===== src/hdl/lpab_pkg.sv =====
// Shared constants, types and helpers for the lidar packet angle binner.
package lpab_pkg;

   localparam int MAX_SAMPLES = 40;
   localparam int SMP_IDX_W   = (MAX_SAMPLES > 1) ? $clog2(MAX_SAMPLES) : 1;

   localparam int MAP_SIZE = 360;
   localparam int BYTE_W   = 8;
   localparam int ANG_W    = 9;
   localparam int DIST_W   = 14;
   localparam int CNT_W    = 9;

   localparam logic [DIST_W-1:0] NO_RETURN   = DIST_W'(10000);
   localparam logic [BYTE_W-1:0] HDR_FIRST   = 8'hAA;
   localparam logic [BYTE_W-1:0] HDR_SECOND  = 8'h55;
   localparam logic [BYTE_W-1:0] DROP_COUNT  = 8'd1;

   // Bin offset is ((span * i) mod 2^32) / DIVISOR, kept modulo the map size. Carry the
   // running offset modulo DIVISOR map sizes from slot to slot and take a tenth of that.
   localparam int DIVISOR   = 10;
   localparam int ACC_W     = 32;
   localparam int RES_MOD   = DIVISOR * MAP_SIZE;
   localparam int RES_W     = $clog2(RES_MOD);
   localparam int WRAP_RES  = int'((64'd1 << ACC_W) % 64'(RES_MOD));
   localparam int SPAN_RES  = int'((64'd1 << (ACC_W - 2)) % 64'(RES_MOD));
   // reciprocal of ten, exact for every residue below 2^RES_W
   localparam int TENTH_SH  = 16;
   localparam int TENTH_MUL = (2**TENTH_SH + DIVISOR - 1) / DIVISOR;
   localparam int TENTH_W   = $clog2(TENTH_MUL + 1);

   typedef enum logic [2:0] {
      PH_HUNT,
      PH_TYPE,
      PH_COUNT,
      PH_START,
      PH_STOP,
      PH_CHECK,
      PH_DIST
   } phase_type;

   typedef enum logic [1:0] {
      BIN_IDLE,
      BIN_DIV,
      BIN_WRITE
   } bin_state_type;

   typedef struct packed {
      logic             go;
      logic [ANG_W-1:0] start_deg;
      logic [ANG_W-1:0] stop_deg;
   } fin_type;

   typedef struct packed {
      logic                 en;
      logic [SMP_IDX_W-1:0] addr;
      logic [DIST_W-1:0]    data;
   } smp_wr_type;

   typedef struct packed {
      logic              en;
      logic [ANG_W-1:0]  addr;
      logic [DIST_W-1:0] data;
   } map_wr_type;

   // ((lsb >> 1) + (msb << 7)) >> 6, kept to nine bits
   function automatic logic [ANG_W-1:0] decode_angle(input logic [BYTE_W-1:0] lsb,
                                                     input logic [BYTE_W-1:0] msb);
      return {msb, lsb[BYTE_W-1]};
   endfunction

endpackage


===== src/hdl/lpab_smp_buf.sv =====
// Sample buffer: one-write one-read memory with per-slot valid bits.
module lpab_smp_buf import lpab_pkg::*; (
   input  logic                 clock,
   input  logic                 reset,
   input  smp_wr_type           wr,
   input  logic                 clr,
   input  logic [SMP_IDX_W-1:0] rd_addr,
   output logic [DIST_W-1:0]    rd_data
);

   logic [DIST_W-1:0]      mem [MAX_SAMPLES];
   logic [MAX_SAMPLES-1:0] valid_ff, valid_in;
   logic [DIST_W-1:0]      rd_q_ff;
   logic                   rd_valid_ff;

   always_comb begin
      valid_in = valid_ff;
      if (clr) begin
         valid_in = '0;
      end else if (wr.en) begin
         valid_in[wr.addr] = 1'b1;
      end
   end

   always_ff @(posedge clock) begin
      if (reset) begin
         valid_ff    <= '0;
         rd_valid_ff <= 1'b0;
      end else begin
         valid_ff    <= valid_in;
         rd_valid_ff <= valid_ff[rd_addr];
      end
   end

   always_ff @(posedge clock) begin
      if (wr.en) begin
         mem[wr.addr] <= wr.data;
      end
      rd_q_ff <= mem[rd_addr];
   end

   // a slot never written since the last packet reads as zero
   assign rd_data = rd_valid_ff ? rd_q_ff : '0;

endmodule


===== config.mk =====
export PLATFORM = sky130hd
export DESIGN_NAME = lpab_smp_buf
export DESIGN_NICKNAME = d
export VERILOG_FILES = /design/src/hdl/lpab_pkg.sv /design/src/hdl/lpab_smp_buf.sv
export SDC_FILE = /design/constraint.sdc
export NUM_CORES = 1
export LEC_CHECK = 0
export BUFFER_PORTS_ARGS = -buffer_cell sky130_fd_sc_hd__buf_2
export CAP_MARGIN = 15
export CORE_MARGIN = 1.5
export CORE_UTILIZATION = 60
export CTS_CLUSTER_DIAMETER = 50
export CTS_CLUSTER_SIZE = 40
export DETAILED_ROUTE_END_ITERATION = 10
export PLACE_DENSITY = 0.77
export SLEW_MARGIN = 20
export SYNTH_ARGS = -nofsm -noshare
export SYNTH_HDL_FRONTEND = slang
export SYNTH_SLANG_ARGS = --single-unit

===== constraint.sdc =====
create_clock -name clock -period 3.3 [get_ports clock]
set_input_delay 0.165 -clock clock [delete_from_list [all_inputs] [get_ports clock]]
set_output_delay 0.165 -clock clock [all_outputs]
set_load 0.005 [all_outputs]

Word level (Yosys, flattened, before mapping)
Memories as Yosys holds them, arrays and structs flattened. A register that Yosys moved wholly into a read port is not among the register bits.
Cells that the tools add are included.
Cells by class
  reduce and logical (&&, ||, !) cells: 2
  $mul: 0
  equal/unequal tests: 0
  muxes and demuxes: 7
  divide/modulo/power cells: 0
  $add $sub $neg: 0
  $lt $le $gt $ge: 3
  shifts and indexed selects: 0
  bitwise gates (word level): 1
Operator list (count)
  OR 40 bit: 1
  < comparator 6 x 7 -> 1 bit (second input constant): 2
  two-way mux 14 bit: 1
  binary-select mux 1 bit (select 6 bit): 1
  demux 1 bit (select 6 bit): 1
  greater-or-equal comparator 6 x 1 -> 1 bit (second input constant): 1
  two-way mux 1 bit: 4
  OR reduction 2 bit: 1
  logical AND 1 bit: 1
Word-level totals
  bits in writable memories: 560
  input port bits: 30
  bits in read-only memories: 0
  register bits: 41
  bits in latches: 0
  memories: 1
Memories
  mem: words 40, bits a word 14, rd ports 1, clocked after Yosys merged registers in 1, wr ports 1, line lpab_smp_buf.sv:11  | logic [DIST_W-1:0] mem [MAX_SAMPLES];

Logic depth before layout (Yosys ltp)
  depth in word-level cells: 5
  depth in mapped cells: 9
  depth with buffers taken out: 5

Worst setup path before layout
OpenSTA, ideal clock, no wires.
  path type: input to register
  from: input port wr[19] in the netlist's numbering
  to: memory mem[18][0], enable pin
  data arrival time: 1.621 ns
  library setup time: 0.405 ns
  cell stages on the path: 3
  buffers on the path: 0
  setup slack: 1.274 ns
  cells stage by stage: nor3b_1 nand3_1 nor3_1
RTL lines
  start: declaration: line lpab_smp_buf.sv:5  | input smp_wr_type wr,
  end: declaration: line lpab_smp_buf.sv:11
No word-level cell before the write port.

==> flow_metrics.env <==
export IMPL_dr_pass1_iters=5
export IMPL_grt_pass1_vias=11900
export IMPL_max_slew_margin_pct=28.5
export IMPL_synth_mux_area_share_pct=15.0
export IMPL_ant_nets=0
export IMPL_synthXorXnorAreaFrac_pct=0
export IMPL_hold_depth=3
export IMPL_fin_crit_sh_pct=60.4
export IMPL_fin_skew_ps=13.3
export IMPL_synth_compound_area_share_pct=4.34
export IMPL_synth_edff_count=560
export IMPL_synthSimpleGateAreaFrac_pct=3.71
export IMPL_place_gp_congestion=0.853
export IMPL_htree_num_levels=2
export IMPL_min_to="valid_ff[34]"
export IMPL_synthArstFlopShare_pct=0
export IMPL_cp_start_kind="input port"
export IMPL_core_area_mm2=0.0389
export IMPL_grt_max_degree=61
export IMPL_cts_path_max_buffers=3
export IMPL_vias=12000
export IMPL_die_area_mm2=0.0409
export IMPL_synthToLayoutAreaGrowth_pct=10.4
export IMPL_ys_types=35
export IMPL_io_pins=44
export IMPL_hpwlAfterDp_um=31000
export IMPL_clock_fmax_mhz=502
export IMPL_start_util_pct=61.2
export IMPL_crit_fanout=58
export IMPL_io_buffers=43
export IMPL_slew_violations=0
export IMPL_antenna_cells=0
export IMPL_grt_overflow=0
export IMPL_maxCapViolCount=0
export IMPL_yosysSeqAreaShare_pct=75.2
export IMPL_ir_drop_v=0.000556
export IMPL_r2r_cells=5
export IMPL_use_met1_pct=37.9
export IMPL_synth_top_flop_cell="edfxtp_1"
export IMPL_synth_nets=1265
export IMPL_worstPathArrival_ps=2430
export IMPL_utilization_pct=67.6
export IMPL_vias_per_cell=6.42
export IMPL_die_h_um=202
export IMPL_reg2reg_slack_ps=1400
export IMPL_avgSynthCellArea_um2=19.3
export IMPL_postSynthCellCount=1235
export IMPL_drtIter0Drc=1327
export IMPL_crit_required_ps=3740
export IMPL_grtUsageMet2_pct=42.3
export IMPL_hold_viol=0
export IMPL_drt_wirelength_per_cell_um=28.0
export IMPL_synth_top_family_by_area="multiplexers"
export IMPL_timing_rr_start="mem[19][10]"
export IMPL_antenna_found_initial=0
export IMPL_hold_path_class="in2reg"
export IMPL_setup_viol=0
export IMPL_p_leak_nw=8.70
export IMPL_routed_wl_um=52300
export IMPL_worst_skew_pair_late_latency_ps=590
export IMPL_die_w_um=202
export IMPL_drive_gt1_share_pct=23.8
export IMPL_grt_pass1_wl_um=78100
export IMPL_clock_sinks=615
export IMPL_ys_warn_count=0
export IMPL_final_min_clock_period_ps=1990
export IMPL_nets=1345
export IMPL_rsz0062_at_grt="no"
export IMPL_worstSetupPathType="in2reg"
export IMPL_cts_resized=0
export IMPL_ys_ff_latch=615
export IMPL_powerDensity_mw_per_mm2=567
export IMPL_drc=0
export IMPL_clkTransAtPathRegs_ps=80
export IMPL_grtUsageTotal_pct=26.5
export IMPL_top_usage_layer="met2"
export IMPL_r2r_end="rd_q_ff[10]"
export IMPL_synthAdderAreaFrac_pct=0
export IMPL_setup_tns_ps=0
export IMPL_worst_slew_pin_slew_ps=1070
export IMPL_outcome="finished, final reports clean"
export IMPL_clockRootBuffer="clkbuf_16"
export IMPL_rows=72
export IMPL_post_cts_buffers=0
export IMPL_cp_end_kind="flip-flop"
export IMPL_syn_cell_area_mm2=0.0238
export IMPL_cts_tree="yes"
export IMPL_grt_use_met3_pct=4.63
export IMPL_cts_buffers=45
export IMPL_hp_start="clr"
==> how the worst max path moves through the flow <==
stage / from / endpoint / slack (ps) / cells past startpoint
after floorplan: wr[19] / mem[18][0] / 1270 / 3
after detailed placement: rd_addr[0] / rd_q_ff[7] / 680 / 7
final: rd_addr[0] / rd_q_ff[7] / 1310 / 7
after global routing: rd_addr[0] / rd_q_ff[7] / 1220 / 7
after CTS: rd_addr[0] / rd_q_ff[7] / 1300 / 7
after global placement: rd_addr[0] / rd_q_ff[7] / 670 / 7
==> worst max-delay path, stage by stage <==
cell and delay [ps]:
buf_8 340, buf_12 400, mux4_2 610, a22oi_1 350, nand3_1 220, nand2_1 160, a32oi_1 110
==> placed cells by master, fill, tap and decap left out, types with 2 or more instances in the layout <==
cell / synthesis / layout
edfxtp_1: 560 / 560
mux2i_1: 104 / 104
mux4_2: 100 / 100
dfxtp_1: 55 / 55
buf_4: 8 / 53
clkbuf_16: 0 / 47
nand2_1: 45 / 45
nor2_1: 45 / 44
buf_2: 20 / 41
o21a_1: 40 / 40
a22oi_1: 39 / 39
nand3_1: 35 / 35
mux2_2: 26 / 26
a21oi_1: 26 / 26
nor2b_1: 21 / 21
and2_1: 17 / 17
a22o_1: 11 / 11
inv_6: 0 / 11
a211oi_2: 10 / 10
nor3_1: 12 / 10
clkinv_2: 0 / 5
inv_8: 0 / 5
clkinv_1: 0 / 5
nand2b_1: 4 / 4
a31oi_1: 4 / 4
a32oi_1: 4 / 4
buf_12: 2 / 4
clkinv_4: 0 / 3
clkinv_8: 0 / 3
nor3_2: 0 / 2
a221oi_2: 2 / 2
inv_12: 0 / 2
clkbuf_8: 0 / 2
==> sequential cells by signal, summed over array words and instances (netlist names) <==
signal / cells
valid_ff: 40
mem: 560
rd_valid_ff: 1
rd_q_ff: 14
==> stage by stage <==
stage / power (mW) / setup WS (ps) / hold WS, ps / cell area [um2] / instances
after floorplan: 9.21 / 1270 / 231 / 23800 / 1235
after global placement: 9.52 / 670 / 434 / 24800 / 1785
after detailed placement: 9.54 / 684 / 440 / 24800 / 1785
after CTS: 15.0 / 1300 / 34.1 / 26300 / 1869
after global routing: 15.3 / 1220 / 58.3 / 26300 / 1869
final: 14.9 / 1310 / 56.1 / 26300 / 1869
==> layout make-up <==
class | instances | area (um2)
tap | 518 | 648
clock inverter | 35 | 312
timing repair buffer | 101 | 722
sequential | 615 | 17900
fill | 2510 | 12600
clock buffer | 48 | 1190
multi-input combinational | 552 | 5520
==> cells in the mapped netlist, types with 4 or more instances <==
cell type,n,area share (%)
buf_1,8,0.13
edfxtp_1,560,71
nor3_1,12,0.25
o21a_1,40,1.3
mux4_2,100,9.5
a211oi_2,10,0.53
a21oi_1,26,0.55
nand2b_1,4,0.10
buf_6,7,0.33
mux2_2,26,1.2
a22oi_1,39,1.2
a22o_1,11,0.40
nand3_1,35,0.74
nor2_1,45,0.71
clkbuf_1,21,0.33
a32oi_1,4,0.15
mux2i_1,104,4.4
buf_4,8,0.25
nand2_1,45,0.71
nor2b_1,21,0.55
dfxtp_1,55,4.6
a31oi_1,4,0.10
buf_2,20,0.42
and2_1,17,0.45
==> cells by family after synthesis <==
family	count (synthesis)
AO/OA/AOI/OAI	136
multiplexers	230
flip-flops	615
AND/OR/NAND/NOR	186
buffers and inverters	68
==> repair_timing <==
item,4_1_cts,5_1_grt
hold endpoints to repair,1,0
hold buffers,1,0
setup endpoints to repair,0,0
==> per-layer routing <==
metal / vias up / routed length (um)
li1: 5139 / -
met1: 6161 / 20500
met5: - / 0
met4: 0 / 1460
met3: 83 / 4910
met2: 613 / 25400
==> power by group <==
| part | internal [mW] | switching (mW) | total (mW) | leakage (nW) |
|---|---|---|---|---|
| clock network | 2.76 | 2.80 | 5.56 | 0.742 |
| logic | 0.282 | 0.502 | 0.784 | 2.47 |
| registers | 8.55 | 0.0289 | 8.58 | 5.49 |
| total | 11.6 | 3.34 | 14.9 | 8.70 |
Power figures use the tool's default switching activity.
