### src/hdl/lpab_pkg.sv
// Shared constants, types and helpers for the lidar packet angle binner.
package lpab_pkg;

   localparam int MAX_SAMPLES = 40;
   localparam int SMP_IDX_W   = (MAX_SAMPLES > 1) ? $clog2(MAX_SAMPLES) : 1;

   localparam int MAP_SIZE = 360;
   localparam int BYTE_W   = 8;
   localparam int ANG_W    = 9;
   localparam int DIST_W   = 14;
   localparam int CNT_W    = 9;

   localparam logic [DIST_W-1:0] NO_RETURN   = DIST_W'(10000);
   localparam logic [BYTE_W-1:0] HDR_FIRST   = 8'hAA;
   localparam logic [BYTE_W-1:0] HDR_SECOND  = 8'h55;
   localparam logic [BYTE_W-1:0] DROP_COUNT  = 8'd1;

   // Bin offset is ((span * i) mod 2^32) / DIVISOR, kept modulo the map size. Carry the
   // running offset modulo DIVISOR map sizes from slot to slot and take a tenth of that.
   localparam int DIVISOR   = 10;
   localparam int ACC_W     = 32;
   localparam int RES_MOD   = DIVISOR * MAP_SIZE;
   localparam int RES_W     = $clog2(RES_MOD);
   localparam int WRAP_RES  = int'((64'd1 << ACC_W) % 64'(RES_MOD));
   localparam int SPAN_RES  = int'((64'd1 << (ACC_W - 2)) % 64'(RES_MOD));
   // reciprocal of ten, exact for every residue below 2^RES_W
   localparam int TENTH_SH  = 16;
   localparam int TENTH_MUL = (2**TENTH_SH + DIVISOR - 1) / DIVISOR;
   localparam int TENTH_W   = $clog2(TENTH_MUL + 1);

   typedef enum logic [2:0] {
      PH_HUNT,
      PH_TYPE,
      PH_COUNT,
      PH_START,
      PH_STOP,
      PH_CHECK,
      PH_DIST
   } phase_type;

   typedef enum logic [1:0] {
      BIN_IDLE,
      BIN_DIV,
      BIN_WRITE
   } bin_state_type;

   typedef struct packed {
      logic             go;
      logic [ANG_W-1:0] start_deg;
      logic [ANG_W-1:0] stop_deg;
   } fin_type;

   typedef struct packed {
      logic                 en;
      logic [SMP_IDX_W-1:0] addr;
      logic [DIST_W-1:0]    data;
   } smp_wr_type;

   typedef struct packed {
      logic              en;
      logic [ANG_W-1:0]  addr;
      logic [DIST_W-1:0] data;
   } map_wr_type;

   // ((lsb >> 1) + (msb << 7)) >> 6, kept to nine bits
   function automatic logic [ANG_W-1:0] decode_angle(input logic [BYTE_W-1:0] lsb,
                                                     input logic [BYTE_W-1:0] msb);
      return {msb, lsb[BYTE_W-1]};
   endfunction

endpackage

### src/hdl/lpab_binner.sv
// Packet-end sequencer: walks the sample slots and writes each into its degree bin.
module lpab_binner import lpab_pkg::*; (
   input  logic                 clock,
   input  logic                 reset,
   input  fin_type              fin,
   output logic [SMP_IDX_W-1:0] smp_rd_addr,
   input  logic [DIST_W-1:0]    smp_data,
   output logic                 smp_clr,
   output map_wr_type           map_wr,
   output logic                 busy
);

   localparam logic [SMP_IDX_W-1:0] IDX_LAST = SMP_IDX_W'(MAX_SAMPLES - 1);
   localparam int                   PROD_W   = RES_W + TENTH_W;

   bin_state_type        state_ff, state_in;
   logic [ANG_W-1:0]     start_ff, start_in;
   logic [ACC_W-1:0]     span_ff, span_in;
   logic [RES_W-1:0]     span_res_ff, span_res_in;
   logic [ACC_W-1:0]     acc_ff, acc_in;
   logic [RES_W-1:0]     res_ff, res_in;
   logic [SMP_IDX_W-1:0] idx_ff, idx_in;
   logic [ANG_W-1:0]     qm_ff, qm_in;

   logic [ACC_W-1:0]     span_new;
   logic [RES_W-1:0]     span_res_new;
   logic [ACC_W:0]       acc_sum;
   logic [RES_W+1:0]     res_sum;
   logic [RES_W-1:0]     res_nx;
   logic [PROD_W-1:0]    tenth_prod;
   logic [ANG_W:0]       bin_sum;
   logic [ANG_W-1:0]     bin;

   // span in 32-bit wrapping arithmetic, then quartered
   always_comb begin
      logic [ACC_W-1:0] start_ext;
      logic [ACC_W-1:0] stop_ext;
      logic [ACC_W-1:0] diff;
      start_ext = ACC_W'(fin.start_deg);
      stop_ext  = ACC_W'(fin.stop_deg);
      if (fin.stop_deg < fin.start_deg) begin
         diff = stop_ext + ACC_W'(MAP_SIZE) - start_ext;
      end else begin
         diff = stop_ext - start_ext;
      end
      span_new = diff >> 2;
      // a negative difference leaves 2^30 less at most 38, whose low bits are 4096 less
      // the same; any other span is below 128 and is its own residue
      if (span_new[ACC_W-3]) begin
         span_res_new = span_new[RES_W-1:0] + RES_W'(SPAN_RES);
      end else begin
         span_res_new = span_new[RES_W-1:0];
      end
   end

   // advance the offset residue; a 32-bit wrap of the offset takes 2^32 away from it
   always_comb begin
      acc_sum = {1'b0, acc_ff} + {1'b0, span_ff};
      res_sum = {2'b00, res_ff} + {2'b00, span_res_ff};
      if (acc_sum[ACC_W]) begin
         res_sum = res_sum + (RES_W+2)'(RES_MOD - WRAP_RES);
      end
      if (res_sum >= (RES_W+2)'(RES_MOD)) begin
         res_sum = res_sum - (RES_W+2)'(RES_MOD);
      end
      if (res_sum >= (RES_W+2)'(RES_MOD)) begin
         res_sum = res_sum - (RES_W+2)'(RES_MOD);
      end
      res_nx = res_sum[RES_W-1:0];
   end

   // a tenth of the residue is the offset modulo the map size
   assign tenth_prod = PROD_W'(res_ff) * PROD_W'(TENTH_MUL);

   // start may reach 511, so the bin can need two folds
   always_comb begin
      bin_sum = {1'b0, start_ff} + {1'b0, qm_ff};
      if (bin_sum >= (ANG_W+1)'(MAP_SIZE)) begin
         bin_sum = bin_sum - (ANG_W+1)'(MAP_SIZE);
      end
      if (bin_sum >= (ANG_W+1)'(MAP_SIZE)) begin
         bin_sum = bin_sum - (ANG_W+1)'(MAP_SIZE);
      end
      bin = bin_sum[ANG_W-1:0];
   end

   // next state
   always_comb begin
      state_in = state_ff;
      case (state_ff)
         BIN_IDLE: begin
            if (fin.go) begin
               state_in = BIN_DIV;
            end
         end
         BIN_DIV:   state_in = BIN_WRITE;
         BIN_WRITE: state_in = (idx_ff == IDX_LAST) ? BIN_IDLE : BIN_DIV;
         default:   state_in = BIN_IDLE;
      endcase
   end

   // datapath registers
   always_comb begin
      start_in    = start_ff;
      span_in     = span_ff;
      span_res_in = span_res_ff;
      acc_in      = acc_ff;
      res_in      = res_ff;
      idx_in      = idx_ff;
      qm_in       = qm_ff;
      case (state_ff)
         BIN_IDLE: begin
            if (fin.go) begin
               start_in    = fin.start_deg;
               span_in     = span_new;
               span_res_in = span_res_new;
               acc_in      = '0;
               res_in      = '0;
               idx_in      = '0;
            end
         end
         BIN_DIV: begin
            qm_in = tenth_prod[TENTH_SH +: ANG_W];
         end
         BIN_WRITE: begin
            acc_in = acc_sum[ACC_W-1:0];
            res_in = res_nx;
            idx_in = idx_ff + SMP_IDX_W'(1);
         end
         default: begin
         end
      endcase
   end

   // outputs
   always_comb begin
      busy        = (state_ff != BIN_IDLE);
      smp_rd_addr = idx_ff;
      smp_clr     = (state_ff == BIN_WRITE) && (idx_ff == IDX_LAST);
      map_wr.en   = (state_ff == BIN_WRITE);
      map_wr.addr = bin;
      map_wr.data = (smp_data != '0) ? smp_data : NO_RETURN;
   end

   always_ff @(posedge clock) begin
      if (reset) begin
         state_ff <= BIN_IDLE;
         idx_ff   <= '0;
      end else begin
         state_ff <= state_in;
         idx_ff   <= idx_in;
      end
   end

   always_ff @(posedge clock) begin
      start_ff    <= start_in;
      span_ff     <= span_in;
      span_res_ff <= span_res_in;
      acc_ff      <= acc_in;
      res_ff      <= res_in;
      qm_ff       <= qm_in;
   end

endmodule

### config.mk
export PLATFORM = sky130hd
export DESIGN_NAME = lpab_binner
export DESIGN_NICKNAME = d
export VERILOG_FILES = /design/src/hdl/lpab_pkg.sv /design/src/hdl/lpab_binner.sv
export SDC_FILE = /design/constraint.sdc
export NUM_CORES = 1
export LEC_CHECK = 0
export ABC_AREA = 1
export BUFFER_PORTS_ARGS = -buffer_cell sky130_fd_sc_hd__buf_2
export CORE_UTILIZATION = 57
export DETAILED_ROUTE_END_ITERATION = 8
export PLACE_DENSITY = 0.79
export SLEW_MARGIN = 20
export SYNTH_ARGS = -nofsm -noshare
export SYNTH_HDL_FRONTEND = slang
export SYNTH_SLANG_ARGS = --single-unit
### constraint.sdc
create_clock -name clock -period 4.6 [get_ports clock]
set_clock_uncertainty 0.05 [all_clocks]
set_input_delay 0.23 -clock clock [delete_from_list [all_inputs] [get_ports clock]]
set_output_delay 0.23 -clock clock [all_outputs]
set_load 0.02 [all_outputs]
; Word level (Yosys, flattened, before mapping)
; Index checks and enable logic that the tools add are counted.
[word_totals]
regBits = 112
inputBits = 35
output_inout_bits = 32
wordCells = 55
[op_classes]
addsub = 13
mul = 1
magnitude_cmp = 5
eq_ne = 4
mux = 17
reduce_logical = 7
[op_table]
columns = op, count
row1 = 2-to-1 mux 32 bit, 2
row2 = one-hot mux 32 bit (2 select lines), 1
row3 = 2-to-1 mux 14 bit, 3
row4 = 2-to-1 mux 12 bit, 3
row5 = adder 32 x 30 -> 33 bit, 1
row6 = ">= comparator 14 x 12 -> 1 bit, second input constant", 2
row7 = "multiplier 12 x 12 -> 24 bit, second input constant", 1
row8 = one-hot mux 12 bit (2 select lines), 1
row9 = ">= comparator 10 x 9 -> 1 bit, second input constant", 2
row10 = "adder 13 x 11 -> 14 bit, second input constant", 1
row11 = nonzero test 14 bit, 1
row12 = "subtractor 14 x 12 -> 14 bit, second input constant", 1
row13 = adder 12 x 12 -> 13 bit, 1
row14 = "adder 12 bit, second input constant", 1
row15 = one-hot mux 6 bit (2 select lines), 1
row16 = "subtractor 12 bit, second input constant", 1
row17 = subtractor 10 x 9 -> 11 bit, 1
row18 = adder 9 x 9 -> 10 bit, 1
row19 = "adder 9 x 9 -> 10 bit, second input constant", 1
row20 = 2-to-1 mux 10 bit, 1
row21 = "subtractor 10 x 9 -> 10 bit, second input constant", 1
row22 = subtractor 9 x 9 -> 10 bit, 1
row23 = less-than comparator 9 bit, 1
row24 = 2-to-1 mux 9 bit, 1
row25 = other kinds (14), 16

; Longest topological paths before layout
[logic_depth]
ltp_word = 8
depth_mapped = 31
depth_no_buf = 31

; Worst setup path after synthesis
; OpenSTA, ideal clock, no wires.
[synth_path]
kind = register -> register
start = reg res_ff[1]
end = reg qm_ff[5], data pin
setup_ps = 258
arrival_time_ps = 4398
t_required_ps = 4292
setup_slack_ps = -106
path_stages_with_launch = 20
n_path_buf = 0
period_less_slack_ps = 4706
path_cell_list = edfxtp_1 > ha_1 > inv_1 > fa_1 > fa_1 > inv_1 > fa_1 > fa_1 > ha_1 > a21oi_1 > o21ai_0 > a21o_1 > nand3_1 > nand2_1 > a21o_1 > a211oi_1 > nor2_1 > nand3_1 > nand2_1 > xor2_1
[synth_via]
elab_chain_cells = 1
[synth_lines]
columns = item, line
row1 = from (decl), lpab_binner.sv:21  ; logic [RES_W-1:0] res_ff, res_in;
row2 = from (signal assigned), lpab_binner.sv:160  ; res_ff <= res_in;
row3 = multiplier 12 x 12 -> 24 bit, lpab_binner.sv:73  ; assign tenth_prod = PROD_W'(res_ff) * PROD_W'(TENTH_MUL);
row4 = via tenth_prod[21], lpab_binner.sv:30  ; logic [PROD_W-1:0] tenth_prod;
row5 = to (signal assigned), lpab_binner.sv:161  ; qm_ff <= qm_in;
row6 = to (decl), lpab_binner.sv:23  ; logic [ANG_W-1:0] qm_ff, qm_in;
; The timed path passes the listed nets, and every way through them passes these cells.
; A chain may end at the register's enable or synchronous reset.

; Worst setup path after layout
[layout_path]
start = reg res_ff[6]
end = reg qm_ff[5], data pin
; The elaborated chain is that of the path after synthesis.

==> impl_results.md <==
* Inst Count DP at 1590
* Routed len/inst at 14.0 um
* Pwr per Cell Area at 602 nW/um^2
* Vias in the first global route at 8367
* Fin area at 11800 um^2
* Distinct cells, synth at 48
* Final WS setup at 5.18 ps
* Static Leak at 6.04 nW
* Fin Setup TNS at 0 ps
* Final setup fails at 0
* Worst-Skew Late Latency at 350 ps
* PortBufs at 66
* Root buf cell: clkbuf_16
* Met2 GRT Util at 44.7%
* Gr ovfl total at 0
* Width of the die at 136 um
* Total power at 7.11 mW
* Post-Syn Area per Cell at 8.01 um^2
* #FFs+latches synth at 87
* Peak supply drop at 1310 uV
* Worst-path fanout max at 3
* Hold Violations, Final at 0
* Share of cells above drive strength 1 at 17.0%
* Drt via density at 5.36
* Clk slew on worst S/H paths at 60 ps
* Tcrit/Tclk final at 99.9%
* Post-synth EDFFs at 79
* Arr. time, crit path at 4640 ps
* Setup WS pre-CTS at -102 ps
* Post-synthesis adder-cell area fraction at 29.2%
* Top-Level Pins at 67
* Max Clk Rate at 0.218 GHz
* Slew HR at 39.4%
* GRT Total Usage at 24.6%
* Initial antenna violation count at 0
* Gate Count Post-Synth at 1283
* First-pass GRT wire length at 36700 um
* Synth Warn # at 0
* Synth async-reset ratio at 0%
* CTS tree: built
* Placed instance area at 11100 um^2
* Max Cap Violations at 0
* Simple-Gate Fraction of Synth Area at 19.9%
* Ant diodes at 0
* Outcome: finished, final reports clean
* Hold WS at 23.1 ps
* WP data required at 4650 ps
* Post-layout net count at 1638
* Die Span Y at 136 um
* Count leader, synth: nand2_1
* Least-Margin Pin Slew at 906 ps
* Core area at 17500 um^2
* Min cycle time layout at 4590 ps
* Die area at 18600 um^2
* Detailed router's first-iteration violation count at 367
* Global-route met3 utilization at 2.72%
* Met1 usage at 30.1%
* Detail Placement HPWL at 17400 um
* Final instance count without filler cells at 1621
* Drt drc at 0
* DRT Pass-1 Iters at 5
* Dominant synthesized flop cell: edfxtp_1
* Via count at 8690
* Synth top area share at 23.1%
* Busiest grt layer: met2
* Most common library cells after synthesis: nand2_1 (240), inv_1 (237), ha_1 (166)
* Final Core Density at 67.5%
* Row count at 48
* Main combinational cell family by area after synthesis: adder cells
* Post-synthesis cell area at 10300 um^2
* Pin count of the biggest net entering global routing at 47
* Clock Path Buffers at 2
* Setup CP Type: flip-flop to flip-flop
* CP Launch Type: flip-flop
* XOR/XNOR share of the synthesized area at 5.00%
* Final RePlAce weighted congestion at 0.943
* Final Max Tran Viols at 0
* Post-synthesis sequential area ratio at 24.6%
* Main area contributors after synthesis: edfxtp_1 (23%), ha_1 (20%), fa_1 (9.0%)
* Endpoint type of the worst setup path: flip-flop
* Antenna-violating nets left at 0
* Htree depth at 3
* Total CTS buffers at 9
* Starting density of the core at 58.8%
* # clock sinks at 87
* RSZ-0062 raised after global routing: yes
* Layout area overhead at 14.8%
* Syn Nets at 1530
* Hold Path Class: input port to flip-flop
* Mux cell area share after synthesis at 0%
* Area leader, netlist: edfxtp_1
* Synth Area in Compound Gates at 11.7%
* Drt total wl at 22700 um
[layout by cell type, fill, tap and decap left out, types with 4 or more instances in the layout]
master	n
xor2_1	38
edfxtp_1	79
nor3_1	7
nand2_4	4
nand4_1	23
nand3_4	4
nand3_1	43
a21oi_1	102
ha_1	146
a31oi_1	7
buf_4	44
dfxtp_1	8
ha_2	7
o21ai_0	53
nand2_1	233
a21o_1	6
a21oi_2	9
xnor2_1	11
clkbuf_16	9
o21bai_1	6
o21a_1	7
a221oi_1	4
nor2_2	9
nor2_1	80
fa_1	45
nand2_2	24
buf_2	66
nand3_2	11
o21ai_2	4
nand3b_1	4
ha_4	13
nor4_1	4
inv_2	8
inv_1	232
[cell families (layout without fill, tap and decap cells)]
family / Yosys count / after routing
simple gates: 455 / 456
buf+inv: 259 / 371
compound gates: 215 / 215
fa+ha+maj: 212 / 212
flops: 87 / 87
xor+xnor: 54 / 54
other cells: 1 / 1
[layout make-up]
class / instances / area [um^2]
Multi-Input combinational cell: 938 / 7110
Fill cell: 1364 / 5680
Sequential cell: 87 / 2530
Inverter: 243 / 912
Timing Repair Buffer: 112 / 683
Tap cell: 225 / 282
Clock buffer: 12 / 246
Clock inverter: 4 / 30.0
[worst max-delay path, stage by stage (launching register included)]
cell and delay [ps]:
edfxtp_1 410, ha_1 300, inv_1 130, fa_1 460, fa_1 520, inv_1 50, fa_1 450, fa_1 540
ha_4 210, a21oi_2 140, o21ai_2 60, a21o_1 180, nand3_2 60, nand2_2 70, a21o_1 180, a211oi_2 170
nor2_1 80, nand3_1 70, nand2_1 70, xor2_1 150
[what timing repair did]
item,CTS,global route
hold endpoints to repair,0,0
setup buffers,1,13
cloned,0,1
setup endpoints to repair,3,19
hold buffers,0,0
gates resized for setup,5,63
pin swaps,7,26
[worst paths after layout]
| kind | startpoint | to | slack (ps) | cells after the start |
|---|---|---|---|---|
| max reg2reg | res_ff[6] | qm_ff[5] | 5 | 19 |
| min reg2reg | state_ff[0] | state_ff[1] | 430 | 2 |
| min | fin[13] | start_ff[4] | 20 | 1 |
| max | res_ff[6] | qm_ff[5] | 5 | 19 |
[routing by layer]
| metal | routed length, um | part of all wire (%) |
|---|---|---|
| met5 | 0 | 0 |
| met2 | 11600 | 51 |
| met3 | 764 | 3.4 |
| met4 | 451 | 2.0 |
| met1 | 9850 | 43 |
[report_power, final]
group | leakage [nW] | internal [mW] | switching [mW] | total (mW)
clock network | 0.134 | 0.384 | 0.312 | 0.696
logic | 5.07 | 2.10 | 3.18 | 5.28
registers | 0.843 | 1.06 | 0.0686 | 1.13
total | 6.04 | 3.55 | 3.56 | 7.11
[state kept, by name, indices dropped and copies added, names as in the netlist]
register,cells
acc_ff,32
qm_ff,9
res_ff,12
smp_rd_addr,6
span_ff,9
span_res_ff,8
start_ff,9
state_ff,2
Note: power is estimated with default switching activity, not from simulation.
