--- config.mk ---
export PLATFORM = sky130hd
export DESIGN_NAME = lpab_parser
export DESIGN_NICKNAME = d
export VERILOG_FILES = /design/src/hdl/lpab_pkg.sv /design/src/hdl/lpab_parser.sv
export SDC_FILE = /design/constraint.sdc
export NUM_CORES = 1
export LEC_CHECK = 0
export ABC_AREA = 1
export BUFFER_PORTS_ARGS = -buffer_cell sky130_fd_sc_hd__buf_2
export CORE_MARGIN = 1.5
export CORE_UTILIZATION = 45
export DETAILED_ROUTE_END_ITERATION = 6
export GPL_ROUTABILITY_DRIVEN = 0
export PLACE_DENSITY_LB_ADDON = 0.2
export SLEW_MARGIN = 30
export SYNTH_ARGS = -nofsm -noshare
export SYNTH_HDL_FRONTEND = slang
export SYNTH_SLANG_ARGS = --single-unit
--- constraint.sdc ---
create_clock -name clock -period 3.6 [get_ports clock]
set_input_delay 0.72 -clock clock [delete_from_list [all_inputs] [get_ports clock]]
set_output_delay 0.72 -clock clock [all_outputs]
set_load 0.1 [all_outputs]
--- src/hdl/lpab_pkg.sv ---
// Shared constants, types and helpers for the lidar packet angle binner.
package lpab_pkg;

   localparam int MAX_SAMPLES = 40;
   localparam int SMP_IDX_W   = (MAX_SAMPLES > 1) ? $clog2(MAX_SAMPLES) : 1;

   localparam int MAP_SIZE = 360;
   localparam int BYTE_W   = 8;
   localparam int ANG_W    = 9;
   localparam int DIST_W   = 14;
   localparam int CNT_W    = 9;

   localparam logic [DIST_W-1:0] NO_RETURN   = DIST_W'(10000);
   localparam logic [BYTE_W-1:0] HDR_FIRST   = 8'hAA;
   localparam logic [BYTE_W-1:0] HDR_SECOND  = 8'h55;
   localparam logic [BYTE_W-1:0] DROP_COUNT  = 8'd1;

   // Bin offset is ((span * i) mod 2^32) / DIVISOR, kept modulo the map size. Carry the
   // running offset modulo DIVISOR map sizes from slot to slot and take a tenth of that.
   localparam int DIVISOR   = 10;
   localparam int ACC_W     = 32;
   localparam int RES_MOD   = DIVISOR * MAP_SIZE;
   localparam int RES_W     = $clog2(RES_MOD);
   localparam int WRAP_RES  = int'((64'd1 << ACC_W) % 64'(RES_MOD));
   localparam int SPAN_RES  = int'((64'd1 << (ACC_W - 2)) % 64'(RES_MOD));
   // reciprocal of ten, exact for every residue below 2^RES_W
   localparam int TENTH_SH  = 16;
   localparam int TENTH_MUL = (2**TENTH_SH + DIVISOR - 1) / DIVISOR;
   localparam int TENTH_W   = $clog2(TENTH_MUL + 1);

   typedef enum logic [2:0] {
      PH_HUNT,
      PH_TYPE,
      PH_COUNT,
      PH_START,
      PH_STOP,
      PH_CHECK,
      PH_DIST
   } phase_type;

   typedef enum logic [1:0] {
      BIN_IDLE,
      BIN_DIV,
      BIN_WRITE
   } bin_state_type;

   typedef struct packed {
      logic             go;
      logic [ANG_W-1:0] start_deg;
      logic [ANG_W-1:0] stop_deg;
   } fin_type;

   typedef struct packed {
      logic                 en;
      logic [SMP_IDX_W-1:0] addr;
      logic [DIST_W-1:0]    data;
   } smp_wr_type;

   typedef struct packed {
      logic              en;
      logic [ANG_W-1:0]  addr;
      logic [DIST_W-1:0] data;
   } map_wr_type;

   // ((lsb >> 1) + (msb << 7)) >> 6, kept to nine bits
   function automatic logic [ANG_W-1:0] decode_angle(input logic [BYTE_W-1:0] lsb,
                                                     input logic [BYTE_W-1:0] msb);
      return {msb, lsb[BYTE_W-1]};
   endfunction

endpackage

--- src/hdl/lpab_parser.sv ---
// Byte stream parser: header hunt, packet fields and sample capture.
module lpab_parser import lpab_pkg::*; (
   input  logic              clock,
   input  logic              reset,
   input  logic              byte_en,
   input  logic [BYTE_W-1:0] rx_byte,
   output smp_wr_type        smp_wr,
   output fin_type           fin
);

   phase_type         phase_ff, phase_in;
   logic [BYTE_W-1:0] prev_ff;
   logic [CNT_W-1:0]  cnt_ff, cnt_in;
   logic [BYTE_W-1:0] count_ff, count_in;
   logic [ANG_W-1:0]  start_ff, start_in;
   logic [ANG_W-1:0]  stop_ff, stop_in;
   logic [CNT_W-1:0]  cnt_inc;
   logic [CNT_W-1:0]  dist_len;
   logic              dist_last;
   logic              finish;

   assign cnt_inc   = cnt_ff + CNT_W'(1);
   assign dist_len  = {count_ff, 1'b0};
   assign dist_last = (cnt_inc >= dist_len);

   // next phase
   always_comb begin
      phase_in = phase_ff;
      if (byte_en) begin
         case (phase_ff)
            PH_HUNT: begin
               if (rx_byte == HDR_SECOND && prev_ff == HDR_FIRST) begin
                  phase_in = PH_TYPE;
               end
            end
            PH_TYPE:  phase_in = PH_COUNT;
            PH_COUNT: phase_in = (rx_byte == DROP_COUNT) ? PH_HUNT : PH_START;
            PH_START: begin
               if (cnt_ff != '0) begin
                  phase_in = PH_STOP;
               end
            end
            PH_STOP: begin
               if (cnt_ff != '0) begin
                  phase_in = PH_CHECK;
               end
            end
            PH_CHECK: begin
               if (cnt_ff != '0) begin
                  phase_in = (count_ff == '0) ? PH_HUNT : PH_DIST;
               end
            end
            PH_DIST: begin
               if (dist_last) begin
                  phase_in = PH_HUNT;
               end
            end
            default: phase_in = PH_HUNT;
         endcase
      end
   end

   // field registers and outputs
   always_comb begin
      cnt_in   = cnt_ff;
      count_in = count_ff;
      start_in = start_ff;
      stop_in  = stop_ff;
      finish   = 1'b0;
      if (byte_en) begin
         case (phase_ff)
            PH_HUNT, PH_TYPE: begin
            end
            PH_COUNT: begin
               cnt_in   = '0;
               count_in = (rx_byte == DROP_COUNT) ? '0 : rx_byte;
            end
            PH_START, PH_STOP, PH_CHECK: begin
               if (cnt_ff == '0) begin
                  cnt_in = CNT_W'(1);
               end else begin
                  cnt_in = '0;
                  if (phase_ff == PH_START) begin
                     start_in = decode_angle(prev_ff, rx_byte);
                  end else if (phase_ff == PH_STOP) begin
                     stop_in = decode_angle(prev_ff, rx_byte);
                  end else if (count_ff == '0) begin
                     finish = 1'b1;
                  end
               end
            end
            PH_DIST: begin
               cnt_in = cnt_inc;
               finish = dist_last;
            end
            default: cnt_in = '0;
         endcase
         if (finish) begin
            cnt_in   = '0;
            count_in = '0;
            start_in = '0;
            stop_in  = '0;
         end
      end
   end

   always_comb begin
      smp_wr.en   = byte_en && phase_ff == PH_DIST && cnt_ff[0]
                    && cnt_ff[CNT_W-1:1] < (CNT_W-1)'(MAX_SAMPLES);
      smp_wr.addr = cnt_ff[SMP_IDX_W:1];
      smp_wr.data = {rx_byte, prev_ff[BYTE_W-1:2]};
      fin.go        = finish;
      fin.start_deg = start_ff;
      fin.stop_deg  = stop_ff;
   end

   always_ff @(posedge clock) begin
      if (reset) begin
         phase_ff <= PH_HUNT;
         prev_ff  <= '0;
         cnt_ff   <= '0;
         count_ff <= '0;
         start_ff <= '0;
         stop_ff  <= '0;
      end else begin
         phase_ff <= phase_in;
         cnt_ff   <= cnt_in;
         count_ff <= count_in;
         start_ff <= start_in;
         stop_ff  <= stop_in;
         if (byte_en) begin
            prev_ff <= rx_byte;
         end
      end
   end

endmodule

== After elaboration in Yosys (flattened, before gate mapping) ==
Cells that the tools add are included.
Cells by class
  add/subtract/negate cells: 1
  multiply operators: 0
  div/mod/pow operators: 0
  order comparisons: 2
  equal/unequal tests: 17
  shift-type cells: 0
  multiplexer cells: 30
  bitwise operators: 0
  reductions and logical operators: 19
Operator list (number)
  $mux 9: 10
  $pmux 9 s3: 1
  $mux 8: 3
  $pmux 3 s7: 1
  $mux 3: 6
  $ne 2x2->1 const B: 6
  $add 9x1->9 const B: 1
  $eq 3x3->1 const B: 3
  $ge 9x9->1: 1
  $logic_not 9->1: 1
  $reduce_bool 9->1: 1
  $eq 8x1->1 const B: 1
  $eq 8x7->1 const B: 1
  $eq 8x8->1 const B: 1
  $logic_not 8->1: 1
  $lt 8x6->1 const B: 1
  $reduce_bool 2->1: 4
  $mux 1: 7
  $eq 3x2->1 const B: 2
  $reduce_and 6->1: 1
  $reduce_and 5->1: 1
  $logic_and 1x1->1: 4
  $ne 2x1->1 const B: 2
  $reduce_and 2->1: 2
  other kinds (7): 7
Word-level totals
  flip-flop bits (word level): 46
  latch bits: 0
  memory bits (writable): 0
  ROM bits: 0
  input port bits: 11
  output and inout bits: 40
  word-level logic and storage cells: 75
  memories kept: 0

== Depth between registers and ports, before layout ==
Gate-level depths: netlist (run 1).
  word-level depth: 9
  gate-level depth with buffers: 20
  gate-level depth less buffers: 20

== Least setup slack after synthesis (run 1) ==
Ideal clock, no wire load.
  path type: input port to output port
  from: input port byte_en
  to: output port smp_wr[20] (netlist name)
  arrival time: 3.133 ns
  data required time: 2.880 ns
  path slack: -0.253 ns
  stages: 3
  path buffers: 1
  cell sequence: clkbuf_1 nand4_1 nor3_1
RTL lines
  start, declared: RTL line lpab_parser.sv:5  | input logic byte_en,
  end, declared: RTL line lpab_parser.sv:7  | output smp_wr_type smp_wr,

==> results.toml, run 1 <==
[power]
p_int_w = 0.000860
pwr-share-seq_pct = 37.9
ir_worst_vdd_mv = 0.189
p_comb_share_pct = 41.6
clkPwrFrac_pct = 20.5
p_sw_share_pct = 46.1
p_leak_nw = 1.30
powerDensity_nw_per_um2 = 530
p_switching_w = 0.000735

[worst_setup_path]
rr_startpoint = "cnt_ff[0]"
reg2reg_to = "start_ff[3]"
critical_path_class = "flop to primary output"
crit_path_end_kind = "primary output"
ff2ff_setup_slack_ps = 630
crit_required_ps = 2880
start_kind = "flop"
crit_path_max_fanout = 5
cp.arrival_ps = 2700
rr_worst_depth = 19

[global_route]
first_global_vias = 2146
track_usage_pct = 20.8
grt_pass1_wl_um = 10300
grt_antenna_before_repair = 0
gr-total-overflow = 0
grt_max_degree = 30

[synthesis]
yosysTopAreaCell = "dfxtp_1"
synth_fa_ha_area_share_pct = 4.75
synth_edf_count = 0
syn_area_um2 = 2640
synth_xor_area_share_pct = 2.33
synth_top_cells_by_area = "dfxtp_1, nand2_1, a21oi_1"
synth_compound_area_share_pct = 13.0
yosysTopAreaCellShare_pct = 34.9
ys_seq_area_share_pct = 34.9
async_flop_share_pct = 0
ys_types = 30
synth_mux_area_share_pct = 0
yosysWarningCount = 0
synthFlopType = "dfxtp_1"
ys_ff_latch = 46
synth_top_family_by_area = "simple AND/OR/NAND/NOR gates"
synth_nets = 392
synthCells = 371
yosys.area_share.simple_pct = 30.2
syn_avg_cell_area_um2 = 7.11

[detailed_routing]
drc = 0
vias = 2384
via_per_inst = 4.97
postRouteWirelength_um = 6220
first_pass_iters = 4
drt-initial-drc-count = 97
routedWlPerCell_um = 13.0
final_antenna_net_count = 0

[timing]
setup_violations = 0
rsz0062_at_grt = "true"
worst_slack_ps = 176
slew_violations = 0
finalHoldViolCount = 0
worstMarginPinSlew_ps = 714
fmax_ghz = 0.292
finalCritPeriodShare_pct = 95.1
worst_clock_skew_ps = 9.57
slew-limit-headroom_pct = 52.4
period_needed_ps = 3420

[clock_network]
cts-root-buf = "clkbuf_8"
cts_tree = "built"
clock_latency_ps = 310
clk_pin_slew_worst_paths_ps = 100
cts_made_buffers = 5
cts_hold_buf = 0
htree_levels = 2
clkSinkCount = 46
clockBufferDepth = 2

[run_status]
outcome = "finished, final reports clean"

[floorplan]
ios = 51
fp.dieW_um = 79.5
fp.dieH_um = 79.5
die_area_um2 = 6330
start_util_pct = 47.3
rows = 27
core_area_um2 = 5570

[layout]
nFillCells = 577
final_util_pct = 54.0
synthToLayoutAreaGrowth_pct = 14.1
final_layout_size_suffix_gt1_share_pct = 25.7
antennaDiodeCount = 0
nNetsFinal = 428

[hold_path]
hold_depth = 2
hold_end = "start_ff[0]"
min_from = "start_ff[0]"
hp-class = "flop to flop"

[placed_design]
place_ws_ps = 157
port-buffer-count = 50
dp_hpwl_um = 4530

[job]
max_cap_viol_count = 0
==> cells in the final DEF (no fill, tap or decap), types with 2 or more instances in the layout <==
| cell type | instances |
|---|---|
| nand2_1 | 68 |
| ha_1 | 8 |
| inv_2 | 5 |
| nand4_1 | 5 |
| nor2_1 | 39 |
| nor2_2 | 4 |
| dfxtp_1 | 44 |
| clkbuf_8 | 5 |
| ha_4 | 2 |
| buf_2 | 49 |
| nand3_1 | 22 |
| nand3_2 | 9 |
| a21oi_2 | 2 |
| dfxtp_4 | 2 |
| nor3_2 | 4 |
| inv_1 | 43 |
| xor2_1 | 6 |
| nand2_2 | 4 |
| buf_4 | 8 |
| o21ai_0 | 18 |
| a21oi_1 | 45 |
==> worst max path at each step <==
stage,slack [ps],cells past startpoint,from,end
after global placement,260,17,cnt_ff[0],fin[18]
final,180,17,cnt_ff[0],fin[18]
after global routing,-20,17,cnt_ff[0],fin[18]
after floorplan,200,18,cnt_ff[0],fin[18]
after CTS,40,17,cnt_ff[0],fin[18]
after detailed placement,160,17,cnt_ff[0],fin[18]
==> power by group through the flow <==
stage / clock network [W] / registers, W / logic, W
floorplan: 0 / 0.000644 / 0.000514
global placement: 0 / 0.000612 / 0.000623
detailed placement: 0 / 0.000612 / 0.000633
CTS: 0.000339 / 0.000601 / 0.000650
global route: 0.000352 / 0.000613 / 0.000732
finish: 0.000326 / 0.000605 / 0.000664
==> cells in the mapped netlist, types with 3 or more instances <==
cell and instances:
nor2_1 41, inv_1 44, inv_2 5, dfxtp_1 46, clkbuf_1 6, xor2_1 6, a21oi_1 46, nand2_1 70
nand3_1 23, nand4_1 5, nor3_1 3, ha_1 10, o21ai_0 18, buf_4 21, nand3_2 9
==> area by class of cell <==
type	count	area [um^2]	share of cell area [%]
clock buffer	5	68.8	2.29
clock inverter	3	21.3	0.707
inverter	49	186	6.20
tap	72	90.1	3.00
sequential	46	928	30.9
timing repair buffer	58	325	10.8
multi-input combinational	247	1390	46.1
==> metrics by stage <==
stage,setup TNS [ps],cell area (um^2),hold WS (ps),std cells,power (W)
after floorplan,0,2640,441,371,0.00116
final,0,3010,472,480,0.00160
after detailed placement,0,2810,460,466,0.00125
after global routing,-21.2,3010,496,480,0.00170
after global placement,0,2810,455,466,0.00123
after CTS,0,2930,478,476,0.00159
==> sequential cells by signal (all words and copies together) (netlist names) <==
name      flops
phase_ff      3
stop_ff       9
cnt_ff        9
start_ff      9
count_ff      8
prev_ff       8
==> timing repair <==
item | in CTS | in global routing
pin swaps | 1 | 10
setup buffers | 2 | 4
resized for setup | 8 | 9
setup endpoints to repair | 1 | 1
gates cloned | 0 | 0
==> metal layers <==
metal  GRT usage, %  vias to the layer above  part of all wire [%]
met2           33.1                       57                    45
li1               -                     1247                     -
met1           28.6                     1075                    49
met4           5.61                        0                  0.98
met3           4.11                        5                   4.8
met5              0                        -                     0
==> critical path: stages (launching register included) <==
cell     delay [ps]
dfxtp_4         390
ha_4            160
nand3_4          90
nor2_2          120
nand2_1          70
nor3_2          190
xor2_1          150
inv_1            90
ha_4            280
nand4_1         100
nor2_1          130
nor2_2           60
nand2_2         100
nand2_2          90
nand2_4         100
nand2_8          60
inv_4            60
buf_12          160
==> cell families after synthesis <==
| family | after synthesis |
|---|---|
| AO/OA/AOI/OAI | 67 |
| XOR/XNOR | 7 |
| flip-flops | 46 |
| adder cells (fa/ha/maj) | 10 |
| AND/OR/NAND/NOR | 163 |
| buffers and inverters | 78 |
Note: power is estimated with default switching activity, not from simulation.
==> inputs of run 2 (changes only) <==
--- a/config.mk
+++ b/config.mk
@@ -8,10 +8,10 @@
 export ABC_AREA = 1
 export BUFFER_PORTS_ARGS = -buffer_cell sky130_fd_sc_hd__buf_2
 export CORE_MARGIN = 1.5
-export CORE_UTILIZATION = 45
+export CORE_UTILIZATION = 40
 export DETAILED_ROUTE_END_ITERATION = 6
 export GPL_ROUTABILITY_DRIVEN = 0
-export PLACE_DENSITY_LB_ADDON = 0.2
+export PLACE_DENSITY = 0.67
 export SLEW_MARGIN = 30
 export SYNTH_ARGS = -nofsm -noshare
 export SYNTH_HDL_FRONTEND = slang
==> results.toml, run 2 (same netlist as run 1, synthesis figures left out) <==
[run_status]
outcome = "finished, final reports clean"

[floorplan]
rows = 29
ios = 51
core_area_um2 = 6350
fp.dieW_um = 84.2
fp.dieH_um = 84.2
start_util_pct = 41.5
die_area_um2 = 7090

[global_route]
grt_util_met2_pct = 28.0
first_global_vias = 2253
grt_antenna_before_repair = 0
grt_pass1_wl_um = 10400
grt_max_degree = 30
track_usage_pct = 18.0
met1_usage_pct = 24.7
top_usage_layer = "met2"
grt_use_met3_pct = 3.54
gr-total-overflow = 0

[detailed_routing]
routedWlPerCell_um = 12.8
first_pass_iters = 5
drt-initial-drc-count = 170
vias = 2420
via_per_inst = 5.02
drc = 0
final_antenna_net_count = 0
postRouteWirelength_um = 6160

[placed_design]
port-buffer-count = 50
dp_hpwl_um = 4470
placedCellCount = 471
place_ws_ps = 200
postPlaceCellArea_um2 = 2810

[timing]
worst_slack_ps = 126
slew_violations = 0
finalCritPeriodShare_pct = 96.5
period_needed_ps = 3470
setup_violations = 0
worstMarginPinSlew_ps = 657
fmax_ghz = 0.288
worst_clock_skew_ps = 6.28
tns_ps = 0
slew-limit-headroom_pct = 56.2
finalHoldViolCount = 0

[worst_setup_path]
start_kind = "flop"
crit_required_ps = 2880
crit_path_end_kind = "primary output"
crit_chain = "ha_4, nand3_2, nor2_1, nand2_1, nor3_2, xor2_1, inv_1, ha_4, nand4_1, nor2_1, nor2_1, nand2_2, nand2_4, nand2_4, nand2_8, inv_4, buf_12"
crit_path_max_fanout = 7
cp_common_cell = "nor2_1"
reg2reg_to = "count_ff[5]"
critical_path.max_stage_delay_ps = 400
critical-path-slowest-cell = "dfxtp_4"
endpoint = "fin[18]"
startpoint = "cnt_ff[0]"
ff2ff_setup_slack_ps = 550
cp.arrival_ps = 2750
rr_worst_depth = 19
critical_path_class = "flop to primary output"
rr_startpoint = "cnt_ff[0]"

[clock_network]
clockBufferDepth = 2
htree_levels = 2
clock_latency_ps = 300
cts_tree = "built"
cts_made_buffers = 5
clkSinkCount = 46
clk_pin_slew_worst_paths_ps = 90
cts-root-buf = "clkbuf_8"

[layout]
top_regs = "cnt_ff: 9 flops, start_ff: 9 flops, stop_ff: 9 flops"
final_layout_size_suffix_gt1_share_pct = 24.2
antennaDiodeCount = 0
stdcell_area_um2 = 2980
nNetsFinal = 426
final_cells = 482
layout_common_cells = "nand2_1, buf_2, a21oi_1"
synthToLayoutAreaGrowth_pct = 13.0
final_common_cell = "nand2_1"

[power]
ir_worst_vdd_mv = 0.254
p_leak_nw = 1.29
powerDensity_nw_per_um2 = 528

[job]
max_cap_viol_count = 0

[hold_path]
hp-class = "flop to flop"
## run 2: layout make-up
cell class	instances	area, um^2
Sequential cell	46	928
Clock buffer	5	68.8
Multi-Input combinational cell	247	1370
Tap cell	77	96.3
Clock inverter	2	15.0
Fill cell	660	3370
Timing Repair Buffer	56	310
Inverter	49	186
## run 2: worst min path at each step
stage | start | end | slack, ps | cells after the start
after global placement | count_ff[2] | count_ff[2] | 450 | 2
after detailed placement | count_ff[2] | count_ff[2] | 460 | 2
after CTS | count_ff[5] | count_ff[5] | 470 | 2
after floorplan | count_ff[1] | count_ff[1] | 440 | 2
final | count_ff[6] | count_ff[6] | 470 | 2
after global routing | count_ff[2] | count_ff[2] | 490 | 2
## run 2: what timing repair did
item,in CTS,in global routing
pin swaps,1,10
setup buffers,1,3
endpoints found under the setup margin,1,1
resized for setup,3,10
hold buffers,0,0
## run 2: metrics by stage
stage / total power, W / hold slack, ps / util [%]
after floorplan: 0.00116 / 441 / -
after global placement: 0.00124 / 451 / 44.3
after detailed placement: 0.00124 / 460 / 44.3
after CTS: 0.00156 / 473 / 45.9
after global routing: 0.00168 / 493 / 46.9
final: 0.00157 / 471 / 46.9
## run 2: power breakdown
part | total, W | switching, W | internal (W)
Sequential | 0.000606 | 0.0000510 | 0.000555
Clock | 0.000316 | 0.000183 | 0.000133
Combinational | 0.000652 | 0.000488 | 0.000164
Total | 0.00157 | 0.000722 | 0.000852
## run 2: per-layer routing
layer  part of all wire, %  vias up
met5                     0        -
met4                   1.6        0
met3                   5.3        8
met2                    46       62
met1                    47     1110
li1                      -     1240
## run 2: worst max-delay path: cells and delay by family, from the launching register on
family / cells / cell delay, ps
flops: 1 / 400
simple gates: 11 / 1140
xor+xnor: 1 / 170
buf+inv: 3 / 320
fa+ha+maj: 2 / 430
